### src/design/prr_pkg.sv
// Shared types and constants for the priority FIFO/round-robin scheduler.
// Used by the controller, the datapath and the top level; no dependencies.
package prr_pkg;

    localparam int MAX_TASKS_DEF = 16;
    localparam int LEVELS_DEF = 32;
    localparam int NOW_W = 12;
    localparam logic [NOW_W-1:0] TIME_LIMIT_RESET = 12'd2048;

    localparam logic FUNC_LOAD = 1'b0;
    localparam logic FUNC_TICK = 1'b1;

    typedef struct packed {
        logic        func;
        logic [15:0] task_arrival;
        logic [15:0] task_priority;
        logic [15:0] task_compute;
        logic        task_round_robin;
    } in_item_t;

    typedef struct packed {
        logic             accepted;
        logic             ran;
        logic [3:0]       task_slot;
        logic             active;
        logic [NOW_W-1:0] now;
    } out_item_t;

    typedef enum logic [2:0] {
        ST_IDLE,
        ST_SCAN,
        ST_ADV,
        ST_ROT_RD,
        ST_ROT_WR,
        ST_SEL,
        ST_RUN,
        ST_DONE
    } state_t;

    typedef struct packed {
        logic load;
        logic tick_start;
        logic scan_step;
        logic advance;
        logic rot_rd;
        logic rot_wr;
        logic sel;
        logic run;
        logic out_load;
    } cmd_t;

    typedef struct packed {
        logic count_zero;
        logic last_scan;
        logic rot_do;
        logic any_ne;
    } status_t;

endpackage

### src/design/prr_controller.sv
// Sequencer for the scheduler: walks one tick item through scan, advance,
// rotation, selection and run, and owns the handshake flags. Uses prr_pkg.
module prr_controller
    import prr_pkg::*;
(
    input  logic    clk,
    input  logic    rst_n,
    input  logic    in_valid,
    output logic    in_stall,
    input  logic    in_func,
    output logic    out_valid,
    input  logic    out_stall,
    input  status_t stat,
    output cmd_t    cmd
);

    state_t state_reg;
    state_t state_next;
    logic   out_valid_reg;
    logic   out_valid_next;

    always_ff @(posedge clk or negedge rst_n)
    begin
        if (!rst_n)
        begin
            state_reg     <= ST_IDLE;
            out_valid_reg <= 1'b0;
        end
        else
        begin
            state_reg     <= state_next;
            out_valid_reg <= out_valid_next;
        end
    end

    always_comb
    begin
        state_next = state_reg;
        cmd        = '0;
        case (state_reg)
            ST_IDLE:
            begin
                if (in_valid)
                begin
                    if (in_func == FUNC_LOAD)
                    begin
                        cmd.load   = 1'b1;
                        state_next = ST_DONE;
                    end
                    else
                    begin
                        cmd.tick_start = 1'b1;
                        state_next     = stat.count_zero ? ST_ADV : ST_SCAN;
                    end
                end
            end
            ST_SCAN:
            begin
                cmd.scan_step = 1'b1;
                if (stat.last_scan)
                begin
                    state_next = ST_ADV;
                end
            end
            ST_ADV:
            begin
                cmd.advance = 1'b1;
                state_next  = stat.rot_do ? ST_ROT_RD : ST_SEL;
            end
            ST_ROT_RD:
            begin
                cmd.rot_rd = 1'b1;
                state_next = ST_ROT_WR;
            end
            ST_ROT_WR:
            begin
                cmd.rot_wr = 1'b1;
                state_next = ST_SEL;
            end
            ST_SEL:
            begin
                cmd.sel    = 1'b1;
                state_next = stat.any_ne ? ST_RUN : ST_DONE;
            end
            ST_RUN:
            begin
                cmd.run    = 1'b1;
                state_next = ST_DONE;
            end
            ST_DONE:
            begin
                if (!out_valid_reg || !out_stall)
                begin
                    cmd.out_load = 1'b1;
                    state_next   = ST_IDLE;
                end
            end
            default:
            begin
                state_next = ST_IDLE;
            end
        endcase
    end

    always_comb
    begin
        out_valid_next = out_valid_reg;
        if (cmd.out_load)
        begin
            out_valid_next = 1'b1;
        end
        else if (out_valid_reg && !out_stall)
        begin
            out_valid_next = 1'b0;
        end
    end

    assign in_stall  = (state_reg != ST_IDLE);
    assign out_valid = out_valid_reg;

endmodule

### config.mk
export PLATFORM = sky130hd
export DESIGN_NAME = prr_controller
export DESIGN_NICKNAME = d
export VERILOG_FILES = /design/src/design/prr_pkg.sv /design/src/design/prr_controller.sv
export SDC_FILE = /design/constraint.sdc
export NUM_CORES = 1
export LEC_CHECK = 0
export BUFFER_PORTS_ARGS = -buffer_cell sky130_fd_sc_hd__buf_4
export CAP_MARGIN = 25
export CORE_AREA = 4 4 41 43
export CTS_CLUSTER_DIAMETER = 150
export DETAILED_ROUTE_END_ITERATION = 16
export DIE_AREA = 0 0 45 47
export PLACE_DENSITY = 0.52
export SLEW_MARGIN = 15
export SYNTH_ARGS = -nofsm -noshare
export SYNTH_HDL_FRONTEND = slang
export SYNTH_SLANG_ARGS = --single-unit
export TNS_END_PERCENT = 10
### constraint.sdc
create_clock -name clk -period 1.2 [get_ports clk]
set_input_delay 0.12 -clock clk [delete_from_list [all_inputs] [get_ports clk]]
set_output_delay 0.12 -clock clk [all_outputs]
set_load 0.1 [all_outputs]
==> results.ini <==
[run_status]
outcome=finished with violations
violations=negative setup slack

[final_layout]
n_fill_cell=113
final_nets=86
multi_input_area_sq_um=262
drive_gt1_share_pct=69.7
register_area_sq_um=105
final_area_sq_um=779
synthToLayoutAreaGrowth_pct=131
diodes=0
largest_register_ffs=3

[timing]
rsz0062_at_grt=true
finalCriticalPeriod_ns=1.43
setup_tns_ns=-1.75
worstMarginPinSlew_ns=0.278
fmax_ghz=0.697
holdWs_ns=0.139
fin_ws_ns=-0.234
drv_slew=0
final_hold_viol_count=0
skew_ns=0.000865
finalCritPeriodShare_pct=120
slew_headroom_pct=81.6
setup_viol=10

[synthesis]
yosysWarnings=0
synth_common_cells=6 x nand2_1, 4 x dfrtp_1, 4 x nor2_1
synth-edff-count=0
synth_top_cell_area_share_pct=29.6
ys_seq_area_share_pct=29.6
ys_types=24
synthCells=45
syn_nets=54
synthArstFlopShare_pct=100
synth.avg_cell_area_sq_um=7.51
synth_most_common_cell=nand2_1
synth_area_leaders=dfrtp_1 30%, nand2_1 6.7%, a31oi_1 5.6%, and3_1 5.6%, a21oi_1 4.4%
ys.flop_type=dfrtp_1
post-synth-top-area-cell=dfrtp_1
ys_ff_latch=4
synth_area_sq_um=338

[placement]
dpl.hpwl_microns=837
dpl_cell_area_sq_um=579
gp_congestion=0.809
io_buffers=19

[clocking]
cts_tree=built
clkSlewWorstSetupHoldPaths_ns=0.04
numCtsBuffers=3
root_buffer=clkbuf_4
cts.sinks=4
clk_latency_ns=0.24
h-tree-depth=1
cts.path.max_buffers=2

[die]
die_h_microns=47
initial_core_util_pct=26.0
die-area_sq_mm=0.00212
rows=13
fp.coreArea_sq_mm=0.00130
io_pins=20
die_w_microns=45

[worst_setup_path]
start_kind=register
crit_start=state_reg[1]
required_ns=1.08
worstPathCellList=nor3_4, nand2_1, nor2_4, buf_12
cp.arrival_ns=1.31
criticalPathCategory=register to primary output
worstSetupEndpointType=primary output
cp_slowest_cell=dfrtp_2
cp_max_fo=5
timing.rr.start=state_reg[2]
cpPeakStageDelay_ns=0.45

[drt]
post-route-drc-count=0
wirelength_microns=1190
via_count=438
vias_per_cell=4.81
wl_per_cell_microns=13.1
dr.first_iter.drc_count=7
postRouteAntennaNets=0
dr.pass1.iters=3

[global_routing]
grt_usage_pct=13.5
grt_pass1_vias=461
antenna_found_initial=0
grt_pass1_wl_microns=1990
globalRouteOverflowTotal=0
grt_max_degree=7

[run]
drv_cap=0

[min_path]
holdCritStartpoint=out_stall
min_path_type=input pin to register

[per-stage QoR]
stage          instances  setup slack, ns  utilization, %
2_1_floorplan         45           -0.264               -
3_3_place_gp          84          -0.0933            44.5
3_5_place_dp          84          -0.0939            44.5
4_1_cts               91           -0.240            58.7
5_1_grt               91           -0.293            59.9
6_report              91           -0.234            59.9
[placed cells by master, fill, tap and decap left out, types with 2 or more instances in the layout]
cell type  instances
buf_4             19
buf_12             8
nand2_1            5
dfrtp_2            4
nor3_4             3
a31oi_1            3
clkbuf_4           3
and3_2             2
nor2_4             2
a21oi_1            2
nor2_1             2
buf_8              2
[cells by family after synthesis]
logic type      synth area share (%)
buf+inv                         12.6
flops                           29.6
compound gates                  21.1
simple gates                    36.7
[layout make-up]
cell class,count,share of cell area [%]
inverters,3,1.77
repair buffers,31,45.4
clock buffers,4,3.37
well taps,15,2.41
multi-input cells,34,33.5
flip-flops and latches,4,13.5
[what timing repair did]
action / CTS / global route
pin swaps: 2 / 4
hold buffers: 1 / 0
gates resized for setup: 34 / 4
hold endpoints to repair: 4 / 0
setup buffers: 2 / 0
setup endpoints to repair: 11 / 12
[layer usage]
layer  wire length, microns  vias up  global-route usage [%]
li1                       -      219                       -
met2                    607       17                    23.4
met3                     63        4                    3.07
met1                    492      198                    14.7
met5                      0        -                       0
met4                     26        0                    8.77
[critical path: cells and delay by family (launching register included)]
kind	cells	cell delay, ns
buffers and inverters	1	0.18
AND/OR/NAND/NOR	3	0.43
flip-flops	1	0.45
[final timing paths]
kind	end	slack, ns	depth (start not counted)
min in group asynchronous	state_reg[0]	0.22	2
max in group asynchronous	state_reg[2]	0.87	2
hold / removal	out_valid	0.14	3
hold reg to reg	out_valid	0.58	2
setup reg to reg	state_reg[1]	0	4
setup / recovery	cmd[8]	-0.23	4
Power is left out: the tool's default activity adds up to more than one toggle a clock period on the data nets, which glitch-free logic cannot reach.
